==> src/hdl/ggc_pkg.sv <==
// Shared types, widths, constants and helper functions of the go-to-goal controller.
`timescale 1ns / 1ps
package ggc_pkg;

  // Field widths.
  localparam int POS_W   = 24;
  localparam int FRAC_W  = 12;
  localparam int HEAD_W  = 15;
  localparam int GAIN_W  = 16;
  localparam int LIN_W   = 13;
  localparam int RATE_W  = 16;
  localparam int DIST_W  = 25;
  localparam int STAT_W  = 3;
  localparam int CMD_W   = 2;
  localparam int CFG_IDX_W = 3;
  localparam int CFG_W   = 24;

  // Internal datapath widths.
  localparam int DIFF_W  = POS_W + 2;
  localparam int MAG_W   = POS_W + 1;
  localparam int SQ_W    = 2 * MAG_W + 2;
  localparam int ROOT_W  = SQ_W / 2;
  localparam int DCNT_W  = $clog2(ROOT_W);
  localparam int MUL_W   = DIFF_W + GAIN_W;
  localparam int PROD_W  = MUL_W - FRAC_W;
  localparam int MCNT_W  = $clog2(GAIN_W);
  localparam int WRAP_W  = 18;

  // Vectoring rotator constants.
  localparam int CORDIC_STEPS = 16;
  localparam int STEP_W      = $clog2(CORDIC_STEPS);
  localparam int TABLE_LEN   = 24;
  localparam int TIDX_W      = $clog2(TABLE_LEN);
  localparam int ANGLE_BITS  = 30;
  localparam int PRESCALE    = 24;
  localparam int CX_W        = DIFF_W + PRESCALE + 2;
  localparam int Z_W         = 34;
  localparam int ANG_SHIFT   = ANGLE_BITS - FRAC_W;
  localparam int ANG_W       = Z_W - ANG_SHIFT;

  localparam longint PI_Q30  = 64'sd3373259426;
  localparam longint PI_FIX  = (PI_Q30 + (64'sd1 <<< (ANG_SHIFT - 1))) >>> ANG_SHIFT;
  localparam longint ONE     = 64'sd1 <<< FRAC_W;
  localparam longint DIST_MAX = (64'sd1 <<< DIST_W) - 1;
  localparam longint RATE_MAX = (64'sd1 <<< (RATE_W - 1)) - 1;
  localparam longint RATE_MIN = -(64'sd1 <<< (RATE_W - 1));

  // Command codes of the input channel.
  typedef enum logic [CMD_W-1:0] {
    CMD_START  = 2'd0,
    CMD_TICK   = 2'd1,
    CMD_CANCEL = 2'd2,
    CMD_NONE   = 2'd3
  } cmd_t;

  // Status codes reported with each result.
  typedef enum logic [STAT_W-1:0] {
    STAT_IDLE     = 3'd0,
    STAT_TURN     = 3'd1,
    STAT_DRIVE    = 3'd2,
    STAT_ALIGN    = 3'd3,
    STAT_REACHED  = 3'd4,
    STAT_CANCELED = 3'd5
  } status_t;

  // Sequencer states of the top level.
  typedef enum logic [2:0] {
    S_IDLE,
    S_CALC,
    S_MUL_RATE,
    S_MUL_LIN,
    S_FIN
  } state_t;

  // Configuration register indexes.
  localparam logic [CFG_IDX_W-1:0] CFG_GOAL_X       = 3'd0;
  localparam logic [CFG_IDX_W-1:0] CFG_GOAL_Y       = 3'd1;
  localparam logic [CFG_IDX_W-1:0] CFG_GOAL_HEADING = 3'd2;
  localparam logic [CFG_IDX_W-1:0] CFG_REACH_TOL    = 3'd3;
  localparam logic [CFG_IDX_W-1:0] CFG_ALIGN_TOL    = 3'd4;
  localparam logic [CFG_IDX_W-1:0] CFG_TURN_LIMIT   = 3'd5;
  localparam logic [CFG_IDX_W-1:0] CFG_LIN_GAIN     = 3'd6;
  localparam logic [CFG_IDX_W-1:0] CFG_ANG_GAIN     = 3'd7;

  // Arctangent of 2^-i in Q30, truncated.
  function automatic logic signed [Z_W-1:0] atan_q30(input logic [TIDX_W-1:0] i);
    logic signed [Z_W-1:0] v;
    case (i)
      5'd0:  v = 34'sd843314856;
      5'd1:  v = 34'sd497837829;
      5'd2:  v = 34'sd263043836;
      5'd3:  v = 34'sd133525158;
      5'd4:  v = 34'sd67021686;
      5'd5:  v = 34'sd33543515;
      5'd6:  v = 34'sd16775850;
      5'd7:  v = 34'sd8388437;
      5'd8:  v = 34'sd4194282;
      5'd9:  v = 34'sd2097149;
      5'd10: v = 34'sd1048575;
      5'd11: v = 34'sd524287;
      5'd12: v = 34'sd262143;
      5'd13: v = 34'sd131071;
      5'd14: v = 34'sd65535;
      5'd15: v = 34'sd32767;
      5'd16: v = 34'sd16383;
      5'd17: v = 34'sd8191;
      5'd18: v = 34'sd4095;
      5'd19: v = 34'sd2047;
      5'd20: v = 34'sd1023;
      5'd21: v = 34'sd511;
      5'd22: v = 34'sd255;
      5'd23: v = 34'sd127;
      default: v = '0;
    endcase
    return v;
  endfunction

  // Wrap an angle into [-pi, pi]; two passes each way cover every reachable input.
  function automatic logic signed [WRAP_W-1:0] wrap_angle(input logic signed [WRAP_W-1:0] a);
    logic signed [WRAP_W-1:0] v;
    logic signed [WRAP_W-1:0] pi;
    logic signed [WRAP_W-1:0] twopi;
    pi    = WRAP_W'(PI_FIX);
    twopi = WRAP_W'(2 * PI_FIX);
    v     = a;
    for (int k = 0; k < 2; k++) begin
      if (v > pi) v = v - twopi;
    end
    for (int k = 0; k < 2; k++) begin
      if (v < -pi) v = v + twopi;
    end
    return v;
  endfunction

endpackage

==> src/hdl/ggc_dist.sv <==
// Bit-serial sum of squares followed by a digit-by-digit integer square root.
`timescale 1ns / 1ps
module ggc_dist (
  input  logic                                clk,
  input  logic                                rst_n,
  input  logic                                start,
  input  logic signed [ggc_pkg::DIFF_W-1:0]   dx,
  input  logic signed [ggc_pkg::DIFF_W-1:0]   dy,
  output logic                                done,
  output logic        [ggc_pkg::ROOT_W-1:0]   root
);

  logic [ggc_pkg::SQ_W-1:0]     sq_r, sq_nxt;
  logic [ggc_pkg::SQ_W-1:0]     axm_r, axm_nxt, aym_r, aym_nxt;
  logic [ggc_pkg::MAG_W-1:0]    ax_r, ax_nxt, ay_r, ay_nxt;
  logic [ggc_pkg::ROOT_W+1:0]   rem_r, rem_nxt;
  logic [ggc_pkg::ROOT_W-1:0]   root_r, root_nxt;
  logic [ggc_pkg::DCNT_W-1:0]   cnt_r, cnt_nxt;
  logic                         sq_busy_r, sq_busy_nxt;
  logic                         rt_busy_r, rt_busy_nxt;
  logic                         done_r, done_nxt;

  logic [ggc_pkg::DIFF_W-1:0]   dx_abs, dy_abs;
  logic [ggc_pkg::ROOT_W+1:0]   cur, trial;

  assign dx_abs = dx[ggc_pkg::DIFF_W-1] ? ggc_pkg::DIFF_W'(-dx) : ggc_pkg::DIFF_W'(dx);
  assign dy_abs = dy[ggc_pkg::DIFF_W-1] ? ggc_pkg::DIFF_W'(-dy) : ggc_pkg::DIFF_W'(dy);

  // Root step: bring down the next two bits of the radicand and try to subtract.
  assign cur   = {rem_r[ggc_pkg::ROOT_W-1:0], sq_r[ggc_pkg::SQ_W-1 -: 2]};
  assign trial = {root_r, 2'b01};

  always_comb begin
    sq_nxt      = sq_r;
    axm_nxt     = axm_r;
    aym_nxt     = aym_r;
    ax_nxt      = ax_r;
    ay_nxt      = ay_r;
    rem_nxt     = rem_r;
    root_nxt    = root_r;
    cnt_nxt     = cnt_r;
    sq_busy_nxt = sq_busy_r;
    rt_busy_nxt = rt_busy_r;
    done_nxt    = done_r;
    if (start) begin
      ax_nxt      = dx_abs[ggc_pkg::MAG_W-1:0];
      ay_nxt      = dy_abs[ggc_pkg::MAG_W-1:0];
      axm_nxt     = ggc_pkg::SQ_W'(dx_abs[ggc_pkg::MAG_W-1:0]);
      aym_nxt     = ggc_pkg::SQ_W'(dy_abs[ggc_pkg::MAG_W-1:0]);
      sq_nxt      = '0;
      cnt_nxt     = '0;
      sq_busy_nxt = 1'b1;
      rt_busy_nxt = 1'b0;
      done_nxt    = 1'b0;
    end else if (sq_busy_r) begin
      // One multiplier bit of each square per cycle.
      sq_nxt  = sq_r + (ax_r[0] ? axm_r : '0) + (ay_r[0] ? aym_r : '0);
      axm_nxt = axm_r << 1;
      aym_nxt = aym_r << 1;
      ax_nxt  = ax_r >> 1;
      ay_nxt  = ay_r >> 1;
      cnt_nxt = cnt_r + 1'b1;
      if (cnt_r == ggc_pkg::DCNT_W'(ggc_pkg::MAG_W - 1)) begin
        sq_busy_nxt = 1'b0;
        rt_busy_nxt = 1'b1;
        cnt_nxt     = '0;
        rem_nxt     = '0;
        root_nxt    = '0;
      end
    end else if (rt_busy_r) begin
      // One root bit per cycle.
      if (cur >= trial) begin
        rem_nxt  = cur - trial;
        root_nxt = {root_r[ggc_pkg::ROOT_W-2:0], 1'b1};
      end else begin
        rem_nxt  = cur;
        root_nxt = {root_r[ggc_pkg::ROOT_W-2:0], 1'b0};
      end
      sq_nxt  = sq_r << 2;
      cnt_nxt = cnt_r + 1'b1;
      if (cnt_r == ggc_pkg::DCNT_W'(ggc_pkg::ROOT_W - 1)) begin
        rt_busy_nxt = 1'b0;
        done_nxt    = 1'b1;
      end
    end
  end

  always_ff @(posedge clk) begin
    if (!rst_n) begin
      sq_busy_r <= 1'b0;
      rt_busy_r <= 1'b0;
      done_r    <= 1'b0;
      cnt_r     <= '0;
    end else begin
      sq_busy_r <= sq_busy_nxt;
      rt_busy_r <= rt_busy_nxt;
      done_r    <= done_nxt;
      cnt_r     <= cnt_nxt;
    end
    sq_r   <= sq_nxt;
    axm_r  <= axm_nxt;
    aym_r  <= aym_nxt;
    ax_r   <= ax_nxt;
    ay_r   <= ay_nxt;
    rem_r  <= rem_nxt;
    root_r <= root_nxt;
  end

  assign done = done_r;
  assign root = root_r;

endmodule

==> src/hdl/ggc_cordic.sv <==
// Iterative vectoring rotator that finds the angle of the vector to the goal.
`timescale 1ns / 1ps
module ggc_cordic (
  input  logic                               clk,
  input  logic                               rst_n,
  input  logic                               start,
  input  logic signed [ggc_pkg::DIFF_W-1:0]  dx,
  input  logic signed [ggc_pkg::DIFF_W-1:0]  dy,
  output logic                               done,
  output logic signed [ggc_pkg::ANG_W-1:0]   angle
);

  logic signed [ggc_pkg::CX_W-1:0]  x_r, x_nxt, y_r, y_nxt;
  logic signed [ggc_pkg::Z_W-1:0]   z_r, z_nxt;
  logic [ggc_pkg::STEP_W-1:0]       step_r, step_nxt;
  logic                             busy_r, busy_nxt;
  logic                             done_r, done_nxt;
  logic                             zero_r, zero_nxt;

  logic signed [ggc_pkg::CX_W-1:0]  x0, y0, xs, ys;
  logic signed [ggc_pkg::Z_W-1:0]   atan_v, z_rnd;

  assign x0     = ggc_pkg::CX_W'(dx) <<< ggc_pkg::PRESCALE;
  assign y0     = ggc_pkg::CX_W'(dy) <<< ggc_pkg::PRESCALE;
  assign xs     = x_r >>> step_r;
  assign ys     = y_r >>> step_r;
  assign atan_v = ggc_pkg::atan_q30(ggc_pkg::TIDX_W'(step_r));

  always_comb begin
    x_nxt    = x_r;
    y_nxt    = y_r;
    z_nxt    = z_r;
    step_nxt = step_r;
    busy_nxt = busy_r;
    done_nxt = done_r;
    zero_nxt = zero_r;
    if (start) begin
      // Fold the left half plane onto the right one with a pi offset.
      if (dx < 0) begin
        x_nxt = -x0;
        y_nxt = -y0;
        z_nxt = (dy >= 0) ? ggc_pkg::Z_W'(ggc_pkg::PI_Q30) : -ggc_pkg::Z_W'(ggc_pkg::PI_Q30);
      end else begin
        x_nxt = x0;
        y_nxt = y0;
        z_nxt = '0;
      end
      zero_nxt = (dx == 0) && (dy == 0);
      step_nxt = '0;
      busy_nxt = 1'b1;
      done_nxt = 1'b0;
    end else if (busy_r) begin
      // Rotate toward the x axis by one table angle per cycle.
      if (y_r > 0) begin
        x_nxt = x_r + ys;
        y_nxt = y_r - xs;
        z_nxt = z_r + atan_v;
      end else begin
        x_nxt = x_r - ys;
        y_nxt = y_r + xs;
        z_nxt = z_r - atan_v;
      end
      step_nxt = step_r + 1'b1;
      if (step_r == ggc_pkg::STEP_W'(ggc_pkg::CORDIC_STEPS - 1)) begin
        busy_nxt = 1'b0;
        done_nxt = 1'b1;
      end
    end
  end

  always_ff @(posedge clk) begin
    if (!rst_n) begin
      busy_r <= 1'b0;
      done_r <= 1'b0;
      step_r <= '0;
    end else begin
      busy_r <= busy_nxt;
      done_r <= done_nxt;
      step_r <= step_nxt;
    end
    x_r    <= x_nxt;
    y_r    <= y_nxt;
    z_r    <= z_nxt;
    zero_r <= zero_nxt;
  end

  // Round the Q30 accumulator half up to the output fraction.
  assign z_rnd = z_r + ggc_pkg::Z_W'(64'sd1 <<< (ggc_pkg::ANG_SHIFT - 1));
  assign angle = zero_r ? '0 : $signed(z_rnd[ggc_pkg::Z_W-1:ggc_pkg::ANG_SHIFT]);
  assign done  = done_r;

endmodule

==> src/hdl/ggc_mul.sv <==
// Bit-serial gain multiplier with round-half-up rescaling of the product.
`timescale 1ns / 1ps
module ggc_mul (
  input  logic                               clk,
  input  logic                               rst_n,
  input  logic                               start,
  input  logic        [ggc_pkg::GAIN_W-1:0]  gain,
  input  logic signed [ggc_pkg::DIFF_W-1:0]  val,
  output logic                               done,
  output logic signed [ggc_pkg::PROD_W-1:0]  prod
);

  logic [ggc_pkg::GAIN_W-1:0]       gain_r, gain_nxt;
  logic signed [ggc_pkg::MUL_W-1:0] v_r, v_nxt, acc_r, acc_nxt;
  logic [ggc_pkg::MCNT_W-1:0]       cnt_r, cnt_nxt;
  logic                             busy_r, busy_nxt;
  logic                             done_r, done_nxt;
  logic signed [ggc_pkg::MUL_W-1:0] acc_rnd;

  always_comb begin
    gain_nxt = gain_r;
    v_nxt    = v_r;
    acc_nxt  = acc_r;
    cnt_nxt  = cnt_r;
    busy_nxt = busy_r;
    done_nxt = done_r;
    if (start) begin
      gain_nxt = gain;
      v_nxt    = ggc_pkg::MUL_W'(val);
      acc_nxt  = '0;
      cnt_nxt  = '0;
      busy_nxt = 1'b1;
      done_nxt = 1'b0;
    end else if (busy_r) begin
      // Add the shifted value for each set gain bit.
      if (gain_r[0]) acc_nxt = acc_r + v_r;
      v_nxt    = v_r <<< 1;
      gain_nxt = gain_r >> 1;
      cnt_nxt  = cnt_r + 1'b1;
      if (cnt_r == ggc_pkg::MCNT_W'(ggc_pkg::GAIN_W - 1)) begin
        busy_nxt = 1'b0;
        done_nxt = 1'b1;
      end
    end
  end

  always_ff @(posedge clk) begin
    if (!rst_n) begin
      busy_r <= 1'b0;
      done_r <= 1'b0;
      cnt_r  <= '0;
    end else begin
      busy_r <= busy_nxt;
      done_r <= done_nxt;
      cnt_r  <= cnt_nxt;
    end
    gain_r <= gain_nxt;
    v_r    <= v_nxt;
    acc_r  <= acc_nxt;
  end

  assign acc_rnd = acc_r + ggc_pkg::MUL_W'(64'sd1 <<< (ggc_pkg::FRAC_W - 1));
  assign prod    = $signed(acc_rnd[ggc_pkg::MUL_W-1:ggc_pkg::FRAC_W]);
  assign done    = done_r;

endmodule

==> src/hdl/go_to_goal_pose_controller.sv <==
// Top level of the proportional go-to-goal pose controller.
// A start or cancel transaction passes through the finish state to the output register. A tick
// transaction runs serial squaring and then root extraction (the angle rotator runs alongside),
// a decision step, a serial gain multiply for the turn rate when turning, driving or aligning,
// a second one for the linear speed when driving, and the finish state to the output register.
// One transaction is in work at a time; the next is taken once the result sits in the
// output register, even while that result is stalled. Command code 3 is taken and dropped.
`timescale 1ns / 1ps
module go_to_goal_pose_controller (
  input  logic                                clk,
  input  logic                                rst_n,
  input  logic                                cfg_we,
  input  logic [ggc_pkg::CFG_IDX_W-1:0]       cfg_idx,
  input  logic [ggc_pkg::CFG_W-1:0]           cfg_wdata,
  input  logic                                in_valid,
  output logic                                in_stall,
  input  logic [ggc_pkg::CMD_W-1:0]           in_cmd,
  input  logic signed [ggc_pkg::POS_W-1:0]    in_pose_x,
  input  logic signed [ggc_pkg::POS_W-1:0]    in_pose_y,
  input  logic signed [ggc_pkg::HEAD_W-1:0]   in_pose_heading,
  output logic                                out_valid,
  input  logic                                out_stall,
  output logic [ggc_pkg::LIN_W-1:0]           out_linear_speed,
  output logic signed [ggc_pkg::RATE_W-1:0]   out_turn_rate,
  output logic [ggc_pkg::DIST_W-1:0]          out_goal_distance,
  output logic signed [ggc_pkg::HEAD_W-1:0]   out_bearing_error,
  output logic [ggc_pkg::STAT_W-1:0]          out_status,
  output logic signed [ggc_pkg::POS_W-1:0]    out_final_x,
  output logic signed [ggc_pkg::POS_W-1:0]    out_final_y
);

  // Configuration registers.
  logic signed [ggc_pkg::POS_W-1:0]  goal_x_r, goal_y_r;
  logic signed [ggc_pkg::HEAD_W-1:0] goal_head_r;
  logic [ggc_pkg::GAIN_W-1:0]        reach_tol_r, align_tol_r, turn_lim_r;
  logic [ggc_pkg::GAIN_W-1:0]        lin_gain_r, ang_gain_r;

  // Sequencer and transaction state.
  ggc_pkg::state_t                   state_r, state_nxt;
  logic                              active_r, active_nxt;
  logic signed [ggc_pkg::POS_W-1:0]  last_x_r, last_x_nxt, last_y_r, last_y_nxt;
  logic signed [ggc_pkg::HEAD_W-1:0] head_r, head_nxt;
  logic signed [ggc_pkg::DIFF_W-1:0] dx_r, dx_nxt, dy_r, dy_nxt;
  logic [ggc_pkg::LIN_W-1:0]         res_lin_r, res_lin_nxt;
  logic signed [ggc_pkg::RATE_W-1:0] res_rate_r, res_rate_nxt;
  logic [ggc_pkg::DIST_W-1:0]        res_dist_r, res_dist_nxt;
  logic signed [ggc_pkg::HEAD_W-1:0] res_bear_r, res_bear_nxt;
  ggc_pkg::status_t                  res_stat_r, res_stat_nxt;

  // Output register.
  logic                              out_valid_r, out_valid_nxt;
  logic [ggc_pkg::LIN_W-1:0]         out_lin_r, out_lin_nxt;
  logic signed [ggc_pkg::RATE_W-1:0] out_rate_r, out_rate_nxt;
  logic [ggc_pkg::DIST_W-1:0]        out_dist_r, out_dist_nxt;
  logic signed [ggc_pkg::HEAD_W-1:0] out_bear_r, out_bear_nxt;
  logic [ggc_pkg::STAT_W-1:0]        out_stat_r, out_stat_nxt;
  logic signed [ggc_pkg::POS_W-1:0]  out_fx_r, out_fx_nxt, out_fy_r, out_fy_nxt;

  // Unit handshakes.
  logic                              unit_start;
  logic                              dist_done, cordic_done, mul_done, mul_start;
  logic [ggc_pkg::ROOT_W-1:0]        root;
  logic signed [ggc_pkg::ANG_W-1:0]  angle;
  logic [ggc_pkg::GAIN_W-1:0]        mul_gain;
  logic signed [ggc_pkg::DIFF_W-1:0] mul_val;
  logic signed [ggc_pkg::PROD_W-1:0] prod;

  // Decision datapath.
  logic signed [ggc_pkg::WRAP_W-1:0] bear_w, fd_w;
  logic [ggc_pkg::WRAP_W-1:0]        bear_mag, fd_mag;
  logic [ggc_pkg::DIST_W-1:0]        dist_sat;
  logic                              accept, load_out;

  ggc_dist u_dist (
    .clk   (clk),
    .rst_n (rst_n),
    .start (unit_start),
    .dx    (dx_nxt),
    .dy    (dy_nxt),
    .done  (dist_done),
    .root  (root)
  );

  ggc_cordic u_cordic (
    .clk   (clk),
    .rst_n (rst_n),
    .start (unit_start),
    .dx    (dx_nxt),
    .dy    (dy_nxt),
    .done  (cordic_done),
    .angle (angle)
  );

  ggc_mul u_mul (
    .clk   (clk),
    .rst_n (rst_n),
    .start (mul_start),
    .gain  (mul_gain),
    .val   (mul_val),
    .done  (mul_done),
    .prod  (prod)
  );

  assign in_stall = (state_r != ggc_pkg::S_IDLE);
  assign accept   = in_valid && !in_stall;

  // Bearing and final heading error, both wrapped to plus or minus pi.
  assign bear_w   = ggc_pkg::wrap_angle(ggc_pkg::WRAP_W'(angle) - ggc_pkg::WRAP_W'(head_r));
  assign fd_w     = ggc_pkg::wrap_angle(ggc_pkg::WRAP_W'(goal_head_r) -
                                        ggc_pkg::WRAP_W'(head_r));
  assign bear_mag = bear_w[ggc_pkg::WRAP_W-1] ? ggc_pkg::WRAP_W'(-bear_w)
                                              : ggc_pkg::WRAP_W'(bear_w);
  assign fd_mag   = fd_w[ggc_pkg::WRAP_W-1] ? ggc_pkg::WRAP_W'(-fd_w) : ggc_pkg::WRAP_W'(fd_w);
  assign dist_sat = (root > ggc_pkg::ROOT_W'(ggc_pkg::DIST_MAX))
                    ? ggc_pkg::DIST_W'(ggc_pkg::DIST_MAX) : root[ggc_pkg::DIST_W-1:0];

  assign load_out = (state_r == ggc_pkg::S_FIN) && (!out_valid_r || !out_stall);

  // Sequencer.
  always_comb begin
    state_nxt    = state_r;
    active_nxt   = active_r;
    last_x_nxt   = last_x_r;
    last_y_nxt   = last_y_r;
    head_nxt     = head_r;
    dx_nxt       = dx_r;
    dy_nxt       = dy_r;
    res_lin_nxt  = res_lin_r;
    res_rate_nxt = res_rate_r;
    res_dist_nxt = res_dist_r;
    res_bear_nxt = res_bear_r;
    res_stat_nxt = res_stat_r;
    unit_start   = 1'b0;
    mul_start    = 1'b0;
    mul_gain     = ang_gain_r;
    mul_val      = ggc_pkg::DIFF_W'(bear_w);
    case (state_r)
      ggc_pkg::S_IDLE: begin
        if (accept) begin
          res_lin_nxt  = '0;
          res_rate_nxt = '0;
          res_dist_nxt = '0;
          res_bear_nxt = '0;
          res_stat_nxt = ggc_pkg::STAT_IDLE;
          case (ggc_pkg::cmd_t'(in_cmd))
            ggc_pkg::CMD_START: begin
              active_nxt = 1'b1;
              state_nxt  = ggc_pkg::S_FIN;
            end
            ggc_pkg::CMD_CANCEL: begin
              res_stat_nxt = active_r ? ggc_pkg::STAT_CANCELED : ggc_pkg::STAT_IDLE;
              active_nxt   = 1'b0;
              state_nxt    = ggc_pkg::S_FIN;
            end
            ggc_pkg::CMD_TICK: begin
              last_x_nxt = in_pose_x;
              last_y_nxt = in_pose_y;
              head_nxt   = in_pose_heading;
              dx_nxt     = ggc_pkg::DIFF_W'(goal_x_r) - ggc_pkg::DIFF_W'(in_pose_x);
              dy_nxt     = ggc_pkg::DIFF_W'(goal_y_r) - ggc_pkg::DIFF_W'(in_pose_y);
              unit_start = 1'b1;
              state_nxt  = ggc_pkg::S_CALC;
            end
            default: state_nxt = ggc_pkg::S_IDLE;
          endcase
        end
      end
      ggc_pkg::S_CALC: begin
        // Pick the control mode once distance and angle are both known.
        if (dist_done && cordic_done) begin
          res_dist_nxt = dist_sat;
          res_bear_nxt = bear_w[ggc_pkg::HEAD_W-1:0];
          state_nxt    = ggc_pkg::S_FIN;
          if (active_r) begin
            if (ggc_pkg::ROOT_W'(dist_sat) > ggc_pkg::ROOT_W'(reach_tol_r)) begin
              mul_start    = 1'b1;
              res_stat_nxt = (bear_mag > ggc_pkg::WRAP_W'(turn_lim_r))
                             ? ggc_pkg::STAT_TURN : ggc_pkg::STAT_DRIVE;
              state_nxt    = ggc_pkg::S_MUL_RATE;
            end else if (fd_mag > ggc_pkg::WRAP_W'(align_tol_r)) begin
              mul_start    = 1'b1;
              mul_val      = ggc_pkg::DIFF_W'(fd_w);
              res_stat_nxt = ggc_pkg::STAT_ALIGN;
              state_nxt    = ggc_pkg::S_MUL_RATE;
            end else begin
              res_stat_nxt = ggc_pkg::STAT_REACHED;
              active_nxt   = 1'b0;
            end
          end
        end
      end
      ggc_pkg::S_MUL_RATE: begin
        // Cap the turn rate at 1.0 while approaching, at the field bounds while aligning.
        if (mul_done) begin
          if (res_stat_r == ggc_pkg::STAT_ALIGN) begin
            if (prod > ggc_pkg::PROD_W'(ggc_pkg::RATE_MAX))
              res_rate_nxt = ggc_pkg::RATE_W'(ggc_pkg::RATE_MAX);
            else if (prod < ggc_pkg::PROD_W'(ggc_pkg::RATE_MIN))
              res_rate_nxt = ggc_pkg::RATE_W'(ggc_pkg::RATE_MIN);
            else
              res_rate_nxt = ggc_pkg::RATE_W'(prod);
          end else begin
            if (prod > ggc_pkg::PROD_W'(ggc_pkg::ONE))
              res_rate_nxt = ggc_pkg::RATE_W'(ggc_pkg::ONE);
            else if (prod < -ggc_pkg::PROD_W'(ggc_pkg::ONE))
              res_rate_nxt = -ggc_pkg::RATE_W'(ggc_pkg::ONE);
            else
              res_rate_nxt = ggc_pkg::RATE_W'(prod);
          end
          if (res_stat_r == ggc_pkg::STAT_DRIVE) begin
            mul_start = 1'b1;
            mul_gain  = lin_gain_r;
            mul_val   = ggc_pkg::DIFF_W'($signed({1'b0, res_dist_r}));
            state_nxt = ggc_pkg::S_MUL_LIN;
          end else begin
            state_nxt = ggc_pkg::S_FIN;
          end
        end
      end
      ggc_pkg::S_MUL_LIN: begin
        if (mul_done) begin
          res_lin_nxt = (prod > ggc_pkg::PROD_W'(ggc_pkg::ONE))
                        ? ggc_pkg::LIN_W'(ggc_pkg::ONE) : ggc_pkg::LIN_W'(prod);
          state_nxt   = ggc_pkg::S_FIN;
        end
      end
      ggc_pkg::S_FIN: begin
        if (load_out) state_nxt = ggc_pkg::S_IDLE;
      end
      default: state_nxt = ggc_pkg::S_IDLE;
    endcase
  end

  // Output register: loads from the finish state, empties when the consumer takes it.
  always_comb begin
    out_valid_nxt = out_valid_r;
    out_lin_nxt   = out_lin_r;
    out_rate_nxt  = out_rate_r;
    out_dist_nxt  = out_dist_r;
    out_bear_nxt  = out_bear_r;
    out_stat_nxt  = out_stat_r;
    out_fx_nxt    = out_fx_r;
    out_fy_nxt    = out_fy_r;
    if (load_out) begin
      out_valid_nxt = 1'b1;
      out_lin_nxt   = res_lin_r;
      out_rate_nxt  = res_rate_r;
      out_dist_nxt  = res_dist_r;
      out_bear_nxt  = res_bear_r;
      out_stat_nxt  = res_stat_r;
      out_fx_nxt    = last_x_r;
      out_fy_nxt    = last_y_r;
    end else if (!out_stall) begin
      out_valid_nxt = 1'b0;
    end
  end

  always_ff @(posedge clk) begin
    if (!rst_n) begin
      state_r     <= ggc_pkg::S_IDLE;
      active_r    <= 1'b0;
      last_x_r    <= '0;
      last_y_r    <= '0;
      out_valid_r <= 1'b0;
      goal_x_r    <= '0;
      goal_y_r    <= '0;
      goal_head_r <= '0;
      reach_tol_r <= ggc_pkg::GAIN_W'(410);
      align_tol_r <= ggc_pkg::GAIN_W'(205);
      turn_lim_r  <= ggc_pkg::GAIN_W'(819);
      lin_gain_r  <= ggc_pkg::GAIN_W'(2048);
      ang_gain_r  <= ggc_pkg::GAIN_W'(3277);
    end else begin
      state_r     <= state_nxt;
      active_r    <= active_nxt;
      last_x_r    <= last_x_nxt;
      last_y_r    <= last_y_nxt;
      out_valid_r <= out_valid_nxt;
      if (cfg_we) begin
        case (cfg_idx)
          ggc_pkg::CFG_GOAL_X:       goal_x_r    <= cfg_wdata[ggc_pkg::POS_W-1:0];
          ggc_pkg::CFG_GOAL_Y:       goal_y_r    <= cfg_wdata[ggc_pkg::POS_W-1:0];
          ggc_pkg::CFG_GOAL_HEADING: goal_head_r <= cfg_wdata[ggc_pkg::HEAD_W-1:0];
          ggc_pkg::CFG_REACH_TOL:    reach_tol_r <= cfg_wdata[ggc_pkg::GAIN_W-1:0];
          ggc_pkg::CFG_ALIGN_TOL:    align_tol_r <= cfg_wdata[ggc_pkg::GAIN_W-1:0];
          ggc_pkg::CFG_TURN_LIMIT:   turn_lim_r  <= cfg_wdata[ggc_pkg::GAIN_W-1:0];
          ggc_pkg::CFG_LIN_GAIN:     lin_gain_r  <= cfg_wdata[ggc_pkg::GAIN_W-1:0];
          ggc_pkg::CFG_ANG_GAIN:     ang_gain_r  <= cfg_wdata[ggc_pkg::GAIN_W-1:0];
          default:                   ang_gain_r  <= ang_gain_r;
        endcase
      end
    end
    head_r     <= head_nxt;
    dx_r       <= dx_nxt;
    dy_r       <= dy_nxt;
    res_lin_r  <= res_lin_nxt;
    res_rate_r <= res_rate_nxt;
    res_dist_r <= res_dist_nxt;
    res_bear_r <= res_bear_nxt;
    res_stat_r <= res_stat_nxt;
    out_lin_r  <= out_lin_nxt;
    out_rate_r <= out_rate_nxt;
    out_dist_r <= out_dist_nxt;
    out_bear_r <= out_bear_nxt;
    out_stat_r <= out_stat_nxt;
    out_fx_r   <= out_fx_nxt;
    out_fy_r   <= out_fy_nxt;
  end

  assign out_valid         = out_valid_r;
  assign out_linear_speed  = out_lin_r;
  assign out_turn_rate     = out_rate_r;
  assign out_goal_distance = out_dist_r;
  assign out_bearing_error = out_bear_r;
  assign out_status        = out_stat_r;
  assign out_final_x       = out_fx_r;
  assign out_final_y       = out_fy_r;

  // A result load from the finish state leaves a valid output and an idle sequencer.
  a_load_from_fin: assert property (@(posedge clk) disable iff (!rst_n)
    (state_r == ggc_pkg::S_FIN && load_out) |=> (out_valid_r && state_r == ggc_pkg::S_IDLE))
    else $error("result load did not return the sequencer to idle");

  // Only a driving result carries a forward speed.
  a_speed_only_driving: assert property (@(posedge clk) disable iff (!rst_n)
    (out_valid_r && out_lin_r != '0) |-> (out_stat_r == ggc_pkg::STAT_DRIVE))
    else $error("forward speed outside driving mode");

  // Approach turn rates stay within plus or minus 1.0.
  a_turn_cap: assert property (@(posedge clk) disable iff (!rst_n)
    (out_valid_r && (out_stat_r == ggc_pkg::STAT_TURN || out_stat_r == ggc_pkg::STAT_DRIVE))
    |-> (out_rate_r <= ggc_pkg::RATE_W'(ggc_pkg::ONE) &&
         out_rate_r >= -ggc_pkg::RATE_W'(ggc_pkg::ONE)))
    else $error("approach turn rate above cap");

  // Once both units finish, the sequencer leaves the calculation state.
  a_calc_exit: assert property (@(posedge clk) disable iff (!rst_n)
    (state_r == ggc_pkg::S_CALC && dist_done && cordic_done) |=> (state_r != ggc_pkg::S_CALC))
    else $error("sequencer stuck after distance and angle were ready");

endmodule

==> config.mk <==
export PLATFORM = sky130hd
export DESIGN_NAME = go_to_goal_pose_controller
export DESIGN_NICKNAME = d
export VERILOG_FILES = /design/src/hdl/ggc_pkg.sv /design/src/hdl/ggc_dist.sv /design/src/hdl/ggc_cordic.sv /design/src/hdl/ggc_mul.sv /design/src/hdl/go_to_goal_pose_controller.sv
export SDC_FILE = /design/constraint.sdc
export NUM_CORES = 2
export LEC_CHECK = 0
export BUFFER_PORTS_ARGS = -buffer_cell sky130_fd_sc_hd__buf_4
export CORE_MARGIN = 2
export CORE_UTILIZATION = 62
export CTS_CLUSTER_SIZE = 14
export DETAILED_ROUTE_END_ITERATION = 6
export GPL_TIMING_DRIVEN = 1
export PLACE_DENSITY = 0.84
export RECOVER_POWER = 25
export SLEW_MARGIN = 20
export SYNTH_ARGS = -nofsm -noshare
export SYNTH_HDL_FRONTEND = slang
export SYNTH_SLANG_ARGS = --single-unit
==> constraint.sdc <==
create_clock -name clk -period 19.6 [get_ports clk]
set_input_delay 3.92 -clock clk [delete_from_list [all_inputs] [get_ports clk]]
set_output_delay 3.92 -clock clk [all_outputs]
set_load 0.01 [all_outputs]
# After elaboration in Yosys (flattened, before gate mapping)
# Memory sizes are Yosys's and may differ from the RTL's. A register that Yosys moved wholly into a read port is not among the register bits.
# Index checks and enable logic that the tools add are counted.
dict set report classes {
  n_addsub 33
  magnitude_cmp 20
  eq_ne 28
  n_shift 2
  n_mux 139
  n_bitwise 3
  n_reduce_logical 44
}
# operator count
set ops {}
lappend ops {{$mux W52} 12}
lappend ops {{$mux W26} 19}
lappend ops {{$mux W25} 13}
lappend ops {{$add A52 B52 Y52} 4}
lappend ops {{$mux W16} 13}
lappend ops {{$mux W18} 10}
lappend ops {{$mux W34} 5}
lappend ops {{$neg A50 Y52} 2}
lappend ops {{$sshr A52 B4 Y52} 2}
lappend ops {{$sub A52 B52 Y52} 2}
lappend ops {{$mux W42} 2}
lappend ops {{$add A18 B16 Y18 const B} 4}
lappend ops {{$lt A18 B15 Y1 const B} 4}
lappend ops {{$logic_not A32 Y1} 2}
lappend ops {{$gt A52 B1 Y1 const B} 1}
lappend ops {{$pmux W26 S2} 1}
lappend ops {{$neg A25 Y25} 2}
lappend ops {{$pmux W25 S2} 1}
lappend ops {{$sub A24 B24 Y25} 2}
lappend ops {{$mux W3} 16}
lappend ops {{$add A42 B13 Y42 const B} 1}
lappend ops {{$add A42 B42 Y42} 1}
lappend ops {{$mux W13} 3}
lappend ops {{$gt A18 B15 Y1 const B} 2}
lappend ops {{other kinds (58)} 145}
dict set report word_totals {
  regBits 972
  rom_bits 480
  input_bits 97
  output_inout_bits 122
  word_cells 324
  memories 1
}
# name words word_bits read_ports rd_ports_with_merged_regs write_ports line
set mem_list {}
lappend mem_list {{(no name shown)} 16 30 1 1 0 ggc_pkg.sv:88} ;# case (i)

# Longest topological paths before layout
dict set report depth {
  depth_word 19
  depth_mapped 60
  depth_no_buf 55
}

# By module
# A second synthesis with hierarchy kept.
dict set report hier_totals {
  cells_unflattened 8587
  hier_area_um2 75974.1
}
# mod n_inst cells_per_inst area_per_inst_um2 seq_area_each_um2
set modules_own_cells {}
lappend modules_own_cells {go_to_goal_pose_controller 1 3166 27817.9 11180.7}
lappend modules_own_cells {ggc_cordic 1 2723 23536.3 4874.7}
lappend modules_own_cells {ggc_dist 1 1984 17948.5 6846.6}
lappend modules_own_cells {ggc_mul 1 714 6671.4 2702.6}

# Least setup slack after synthesis
# No wires, ideal clock.
dict set report synth_timing {
  path_type {register -> register}
  start {register head_r[0] (netlist bit)}
  end {register u_mul.gain_r[0] (netlist bit), enable pin}
  setup_ns 0.655
  t_arrival_ns 11.035
  required_time_ns 18.945
  setup_slack_ns 7.910
  stages_incl_launch_ff 54
  n_path_buf 6
  period_less_slack_ns 11.690
  path_cell_list {edfxtp_1 > ha_1 > inv_1 > fa_1 > a21o_1 > a221oi_4 > o21bai_2 > a221o_1 > a21oi_4 > a211oi_2 > or3_1 > or4_1 > a211oi_2 > o21ai_0 > buf_2 > mux2i_1 > ha_1 > clkbuf_1 > (+18 left out) > nor2b_1 > o21ai_0 > nand2b_1 > a21oi_1 > nor2b_1 > o21ai_0 > nand2b_1 > a21oi_1 > o21ai_0 > a21o_1 > a21oi_1 > o21ai_0 > nor4_1 > a31oi_1 > o31a_1 > a21oi_1 > buf_2 > nand2b_1}
}
dict set report synth_between {
  elab_chain_len 18
  word_cells_on_any_way 22
}
# item line
set synth_rtl {}
lappend synth_rtl {{from (decl)} go_to_goal_pose_controller.sv:42} ;# logic signed [ggc_pkg::HEAD_W-1:0] head_r, head_nxt;
lappend synth_rtl {{from (signal assigned)} go_to_goal_pose_controller.sv:293} ;# head_r <= head_nxt;
lappend synth_rtl {{$sub A15 B15 Y16 (*)} go_to_goal_pose_controller.sv:109} ;# assign fd_w = ggc_pkg::wrap_angle(ggc_pkg::WRAP_W'(goal_head_r) -
lappend synth_rtl {{$sub A16 B16 Y17 or $gt A16 B15 Y1 (tied branches)} ggc_pkg.sv:127} ;# if (v > pi) v = v - twopi;
lappend synth_rtl {{$mux W18 (*)} ggc_pkg.sv:127}
lappend synth_rtl {{$sub A18 B16 Y18 or $gt A18 B15 Y1 (tied branches)} ggc_pkg.sv:127}
lappend synth_rtl {{$mux W18 (*)} ggc_pkg.sv:127}
lappend synth_rtl {{$add A18 B16 Y18 or $lt A18 B15 Y1 (tied branches)} ggc_pkg.sv:130} ;# if (v < -pi) v = v + twopi;
lappend synth_rtl {{$mux W18 (*)} ggc_pkg.sv:130}
lappend synth_rtl {{$add A18 B16 Y18 or $lt A18 B15 Y1 (tied branches)} ggc_pkg.sv:130}
lappend synth_rtl {{(+2 left out)} --}
lappend synth_rtl {{$mux W18 (*)} go_to_goal_pose_controller.sv:113} ;# assign fd_mag = fd_w[ggc_pkg::WRAP_W-1] ? ggc_pkg::WRAP_W'(-fd_w) : ggc_pkg::WRAP_W'(fd_w);
lappend synth_rtl {{$gt A18 B16 Y1 (*)} go_to_goal_pose_controller.sv:180} ;# end else if (fd_mag > ggc_pkg::WRAP_W'(align_tol_r)) begin
lappend synth_rtl {{$mux W1 (*)} go_to_goal_pose_controller.sv:180}
lappend synth_rtl {{$mux W1 (*)} go_to_goal_pose_controller.sv:175} ;# if (ggc_pkg::ROOT_W'(dist_sat) > ggc_pkg::ROOT_W'(reach_tol_r)) begin
lappend synth_rtl {{$mux W1 (*)} go_to_goal_pose_controller.sv:174} ;# if (active_r) begin
lappend synth_rtl {{$mux W1 (*)} go_to_goal_pose_controller.sv:170} ;# if (dist_done && cordic_done) begin
lappend synth_rtl {{$pmux W1 S2 (*)} go_to_goal_pose_controller.sv:137} ;# case (state_r)
lappend synth_rtl {{$reduce_bool A2 Y1 (no line) (*)} --}
lappend synth_rtl {{to (signal assigned)} ggc_mul.sv:57} ;# gain_r <= gain_nxt;
lappend synth_rtl {{to (decl)} ggc_mul.sv:13} ;# logic [ggc_pkg::GAIN_W-1:0] gain_r, gain_nxt;
# Mark *: on every way between the ends. The rest lies on a longest branch, timed or not.
# A chain may end at the register's enable or synchronous reset.

# Worst setup path after layout
dict set report layout_timing {
  start {register head_r[0] (netlist bit)}
  end {register u_mul.v_r[13] (netlist bit), data pin}
}
dict set report layout_between {
  elab_chain_len 18
  word_cells_on_any_way 42
}
# item line
set layout_rtl {}
lappend layout_rtl {{$sub A15 B15 Y16} go_to_goal_pose_controller.sv:109}
lappend layout_rtl {{$sub A16 B16 Y17 or $gt A16 B15 Y1 (tied branches)} ggc_pkg.sv:127}
lappend layout_rtl {{$mux W18} ggc_pkg.sv:127}
lappend layout_rtl {{$sub A18 B16 Y18 or $gt A18 B15 Y1 (tied branches)} ggc_pkg.sv:127}
lappend layout_rtl {{$mux W18} ggc_pkg.sv:127}
lappend layout_rtl {{$add A18 B16 Y18 or $lt A18 B15 Y1 (tied branches)} ggc_pkg.sv:130}
lappend layout_rtl {{$mux W18} ggc_pkg.sv:130}
lappend layout_rtl {{$add A18 B16 Y18 or $lt A18 B15 Y1 (tied branches)} ggc_pkg.sv:130}
lappend layout_rtl {{(+3 left out)} --}
lappend layout_rtl {{$gt A18 B16 Y1} go_to_goal_pose_controller.sv:180}
lappend layout_rtl {{$mux W26 or $mux W1 (tied branches)} go_to_goal_pose_controller.sv:180}
lappend layout_rtl {{$mux W26 or $mux W1 (tied branches)} go_to_goal_pose_controller.sv:175}
lappend layout_rtl {{$mux W26 or $mux W1 (tied branches)} go_to_goal_pose_controller.sv:174}
lappend layout_rtl {{$mux W26 or $mux W1 (tied branches)} go_to_goal_pose_controller.sv:170}
lappend layout_rtl {{$pmux W26 S2 or $pmux W1 S2 (tied branches)} go_to_goal_pose_controller.sv:137}
lappend layout_rtl {{$mux W42 (*)} ggc_mul.sv:27} ;# if (start) begin
lappend layout_rtl {{named net u_mul.v_nxt (one bit)} ggc_mul.sv:14} ;# logic signed [ggc_pkg::MUL_W-1:0] v_r, v_nxt, acc_r, acc_nxt;
lappend layout_rtl {{to (signal assigned)} ggc_mul.sv:58} ;# v_r <= v_nxt;
lappend layout_rtl {{to (decl)} ggc_mul.sv:14}
# The timed path passes the listed nets; every way through them passes the cells marked *.

==> impl_metrics.prom <==
# TYPE chip_impl_metric gauge
chip_impl_metric{name="final_cell_count_no_fill",unit=""} 9851
chip_impl_metric{name="die_area",unit="mm^2"} 0.118
chip_impl_metric{name="worstPathRequired",unit="ns"} 20.09
chip_impl_metric{name="power.share.clock",unit=""} 0.151
chip_impl_metric{name="route.final.wire_length",unit="um"} 208000
chip_impl_metric{name="clkTransAtPathRegs",unit="ns"} 0.07
chip_impl_metric{name="timing.clock.skew",unit="ns"} 0.0638
chip_impl_metric{name="die-height",unit="um"} 343
chip_impl_metric{name="clock_latency",unit="ns"} 0.73
chip_impl_info{name="tritoncts",value="built"} 1
chip_impl_info{name="yosysMostFrequentCell",value="sky130_fd_sc_hd__nand2_1"} 1
chip_impl_metric{name="ratio_of_cells_with_drive_above_1_in_the_final_layout",unit=""} 0.0801
chip_impl_metric{name="p_sw",unit="W"} 0.00647
chip_impl_info{name="worst_path_max_delay_cell",value="sky130_fd_sc_hd__buf_4"} 1
chip_impl_metric{name="largest_net_degree_at_the_start_of_global_routing",unit=""} 107
chip_impl_metric{name="p_leak",unit="nW"} 31.5
chip_impl_metric{name="post-synth-top-area-fraction",unit=""} 0.235
chip_impl_info{name="post_synth_main_area_contributors",value="sky130_fd_sc_hd__edfxtp_1 23%, sky130_fd_sc_hd__dfxtp_1 13%, sky130_fd_sc_hd__ha_1 7.3%"} 1
chip_impl_metric{name="pin_count",unit=""} 219
chip_impl_metric{name="cp.buffers_inverters",unit=""} 4
chip_impl_metric{name="cts_inserted_buffers",unit=""} 108
chip_impl_info{name="postSynth.topFlopCell",value="sky130_fd_sc_hd__edfxtp_1"} 1
chip_impl_metric{name="fmaxAchievable",unit="MHz"} 73.8
chip_impl_metric{name="clock_sinks",unit=""} 1001
chip_impl_metric{name="floorplan.initialDensity",unit=""} 0.624
chip_impl_metric{name="first_iter_violations",unit=""} 6150
chip_impl_metric{name="synth.cell_area",unit="mm^2"} 0.0712
chip_impl_info{name="min_path_type",value="flip-flop to flip-flop"} 1
chip_impl_info{name="cts_root_buffer",value="sky130_fd_sc_hd__clkbuf_16"} 1
chip_impl_metric{name="cts-hold-fix-buffers",unit=""} 0
chip_impl_metric{name="number_of_iterations_in_the_first_detailed_routing_pass",unit=""} 7
chip_impl_metric{name="power.combinational.fraction",unit=""} 0.628
chip_impl_metric{name="finalSetupViolCount",unit=""} 0
chip_impl_metric{name="worst_slack",unit="ns"} 6.05
chip_impl_metric{name="ys_seq_elements",unit=""} 1001
chip_impl_metric{name="timing.slew.headroom",unit=""} -1.83
chip_impl_metric{name="tightestPinTransition",unit="ns"} 4.25
chip_impl_metric{name="post_cts_resize_count",unit=""} 0
chip_impl_metric{name="place_congestion",unit=""} 0.979
chip_impl_metric{name="first_global_vias",unit=""} 59400
chip_impl_info{name="crit_path_start_kind",value="flip-flop"} 1
chip_impl_metric{name="first_pass_grt_wire_length",unit="um"} 324000
chip_impl_info{name="biggest_area_consumer_among_synthesized_cells",value="sky130_fd_sc_hd__edfxtp_1"} 1
chip_impl_info{name="synth.cells.most_frequent",value="1151 x sky130_fd_sc_hd__nand2_1, 792 x sky130_fd_sc_hd__nor2_1, 556 x sky130_fd_sc_hd__edfxtp_1, 503 x sky130_fd_sc_hd__inv_1, 500 x sky130_fd_sc_hd__a21oi_1"} 1
chip_impl_metric{name="setup_total_negative_slack",unit="ns"} 0
chip_impl_metric{name="power_density",unit="mW/mm^2"} 181
chip_impl_metric{name="power_frac_seq",unit=""} 0.221
chip_impl_info{name="violations",value="DRC, capacitance limit, slew limit"} 1
chip_impl_metric{name="ys_warn_count",unit=""} 0
chip_impl_metric{name="final_hold_violations",unit=""} 0
chip_impl_metric{name="vias_per_inst",unit=""} 6.30
chip_impl_info{name="run_status",value="finished, violations left"} 1
chip_impl_metric{name="synth_cell_types",unit=""} 110
chip_impl_metric{name="final-max-slew-violation-count",unit=""} 483
chip_impl_metric{name="max_stage_delay",unit="ns"} 0.83
chip_impl_metric{name="syn_nets",unit=""} 8802
chip_impl_metric{name="synth_area_per_cell",unit="um^2"} 8.65
chip_impl_metric{name="data_arrival_time_of_the_critical_path",unit="ns"} 14.03
chip_impl_metric{name="antenna_violating_nets_post_route",unit=""} 0
chip_impl_metric{name="h-tree-depth",unit=""} 3
chip_impl_metric{name="vias",unit=""} 62000
chip_impl_metric{name="asyncSetResetFlopFracSynth",unit=""} 0
chip_impl_info{name="timing.setup.critical_path_class",value="flip-flop to flip-flop"} 1
chip_impl_metric{name="syn_inst",unit=""} 8231
chip_impl_metric{name="core.rowCount",unit=""} 124
chip_impl_metric{name="grt_overflow",unit=""} 0
chip_impl_metric{name="critical_path_peak_fanout",unit=""} 96
chip_impl_metric{name="area.growth.synth_to_final",unit="%"} 8.82
chip_impl_metric{name="synth-seq-area-share",unit=""} 0.360
chip_impl_info{name="grt_setup_unrepaired",value="false"} 1
chip_impl_metric{name="placeableCoreArea",unit="mm^2"} 0.114
chip_impl_info{name="worst_setup_path_end_kind",value="flip-flop"} 1
chip_impl_info{name="critical_path.top_delay_family",value="compound AO/OA/AOI/OAI gates"} 1
chip_impl_metric{name="grt_antenna_before_repair",unit=""} 6
chip_impl_metric{name="port_buffers",unit=""} 218
chip_impl_metric{name="worst_slack_after_detailed_placement",unit="ns"} 6.32
chip_impl_metric{name="place.detailed.hpwl",unit="um"} 154000
chip_impl_metric{name="cts_buffer_depth",unit=""} 3
chip_impl_metric{name="drcViolationCount",unit=""} 1
chip_impl_metric{name="netSwitchingFraction",unit=""} 0.462
chip_impl_metric{name="ir_drop",unit="mV"} 0.415
chip_impl_metric{name="detail_route.wl_per_cell",unit="um"} 21.2
chip_impl_metric{name="layout_worst_path_cycle_share",unit=""} 0.691
chip_impl_metric{name="max_capacitance_violation_count",unit=""} 8
chip_impl_metric{name="postCtsSetupRepairBufs",unit=""} 0
chip_impl_metric{name="finalCriticalPeriod",unit="ns"} 13.55
chip_impl_metric{name="grt_util_all_layers",unit=""} 0.345
chip_impl_metric{name="synth_enable_flop_cells",unit=""} 556
chip_impl_metric{name="dp_cells",unit=""} 9637
chip_impl_metric{name="final_nets",unit=""} 8808
chip_impl_metric{name="cell_internal_pwr",unit="W"} 0.00754
chip_impl_metric{name="die_x",unit="um"} 343
## power by group through the flow
stage | Clock [W] | Combinational [W] | Sequential (W)
floorplan | 0 | 0.00670 | 0.00297
global placement | 0 | 0.00840 | 0.00310
detailed placement | 0 | 0.00856 | 0.00311
CTS | 0.00214 | 0.00864 | 0.00307
global route | 0.00222 | 0.00970 | 0.00311
finish | 0.00212 | 0.00880 | 0.00309
## cell type report
type                    instances  area (um^2)
diodes                          7         17.5
clock buffers                 151         3110
clock inverters                54          602
fillers                      8893        36600
inverters                     507         1910
multi-input cells            6342        42200
flip-flops and latches       1001        25600
well taps                    1512         1890
repair buffers                277         2070
## cells by family (layout without fill, tap and decap cells)
group	after synthesis	after routing	synth area share
other cells	0	7	0
buf+inv	888	989	0.0485
mux	313	313	0.0547
fa+ha+maj	474	474	0.0896
xor+xnor	594	594	0.0736
compound gates	2081	2081	0.193
simple gates	2880	2880	0.181
flops	1001	1001	0.360
## path summary, 6_finish.rpt
check	startpoint	to	slack, ns	cells after the start
setup / recovery	head_r[0]	u_mul.v_r[13]	6.05	46
hold / removal	res_rate_r[9]	out_turn_rate[9]	0.42	0
setup reg to reg	head_r[0]	u_mul.v_r[13]	6.05	46
hold reg to reg	res_rate_r[9]	out_turn_rate[9]	0.42	0
## stage by stage
stage / hold slack, ns / power [W] / utilization / area, um^2
2_1_floorplan: 0.400 / 0.00966 / - / 71200
5_1_grt: 0.420 / 0.0150 / 0.679 / 77500
3_5_place_dp: 0.405 / 0.0117 / 0.647 / 73700
3_3_place_gp: 0.401 / 0.0115 / 0.647 / 73700
6_report: 0.415 / 0.0140 / 0.679 / 77500
4_1_cts: 0.415 / 0.0138 / 0.679 / 77400
## routing by layer
metal / vias up / GRT usage / part of all wire
met5: - / 0 / 0.000062
met4: 2 / 0.196 / 0.062
met3: 577 / 0.0511 / 0.081
met2: 2798 / 0.569 / 0.47
met1: 29400 / 0.434 / 0.39
li1: 29200 / - / -
## sequential cells by signal, indices dropped and copies added, names as in the netlist, 25 cells and up
| name | flops |
|---|---|
| u_mul.acc_r | 42 |
| dy_r | 26 |
| u_dist.axm_r | 52 |
| u_dist.ax_r | 25 |
| dx_r | 26 |
| out_goal_distance | 25 |
| u_mul.v_r | 42 |
| res_dist_r | 25 |
| u_cordic.atan_v | 29 |
| u_dist.sq_r | 52 |
| u_dist.aym_r | 52 |
| u_dist.root | 26 |
| u_dist.rem_r | 26 |
| u_cordic.x_r | 52 |
| u_cordic.y_r | 52 |
| u_cordic.z_r | 34 |
| u_dist.ay_r | 25 |
## cells in the final DEF (no fill, tap or decap), drive strengths merged, types with 64 or more instances in the layout
| cell | Yosys | final |
|---|---|---|
| nand2 | 1151 | 1151 |
| nor2 | 792 | 792 |
| edfxtp | 556 | 556 |
| inv | 504 | 518 |
| a21oi | 504 | 504 |
| dfxtp | 445 | 445 |
| o21ai | 434 | 434 |
| ha | 414 | 414 |
| xnor2 | 371 | 371 |
| buf | 95 | 254 |
| xor2 | 222 | 222 |
| mux2i | 217 | 217 |
| a21boi | 213 | 213 |
| a21o | 198 | 198 |
| nand3 | 185 | 185 |
| clkbuf | 286 | 174 |
| nor3 | 149 | 149 |
| a211oi | 117 | 117 |
| o21a | 95 | 95 |
| and3 | 92 | 92 |
| nand2b | 90 | 90 |
| nor2b | 87 | 87 |
| and2 | 75 | 75 |
| a31oi | 74 | 74 |
| o211ai | 71 | 71 |
| or3 | 64 | 64 |
Power figures use the tool's default switching activity.
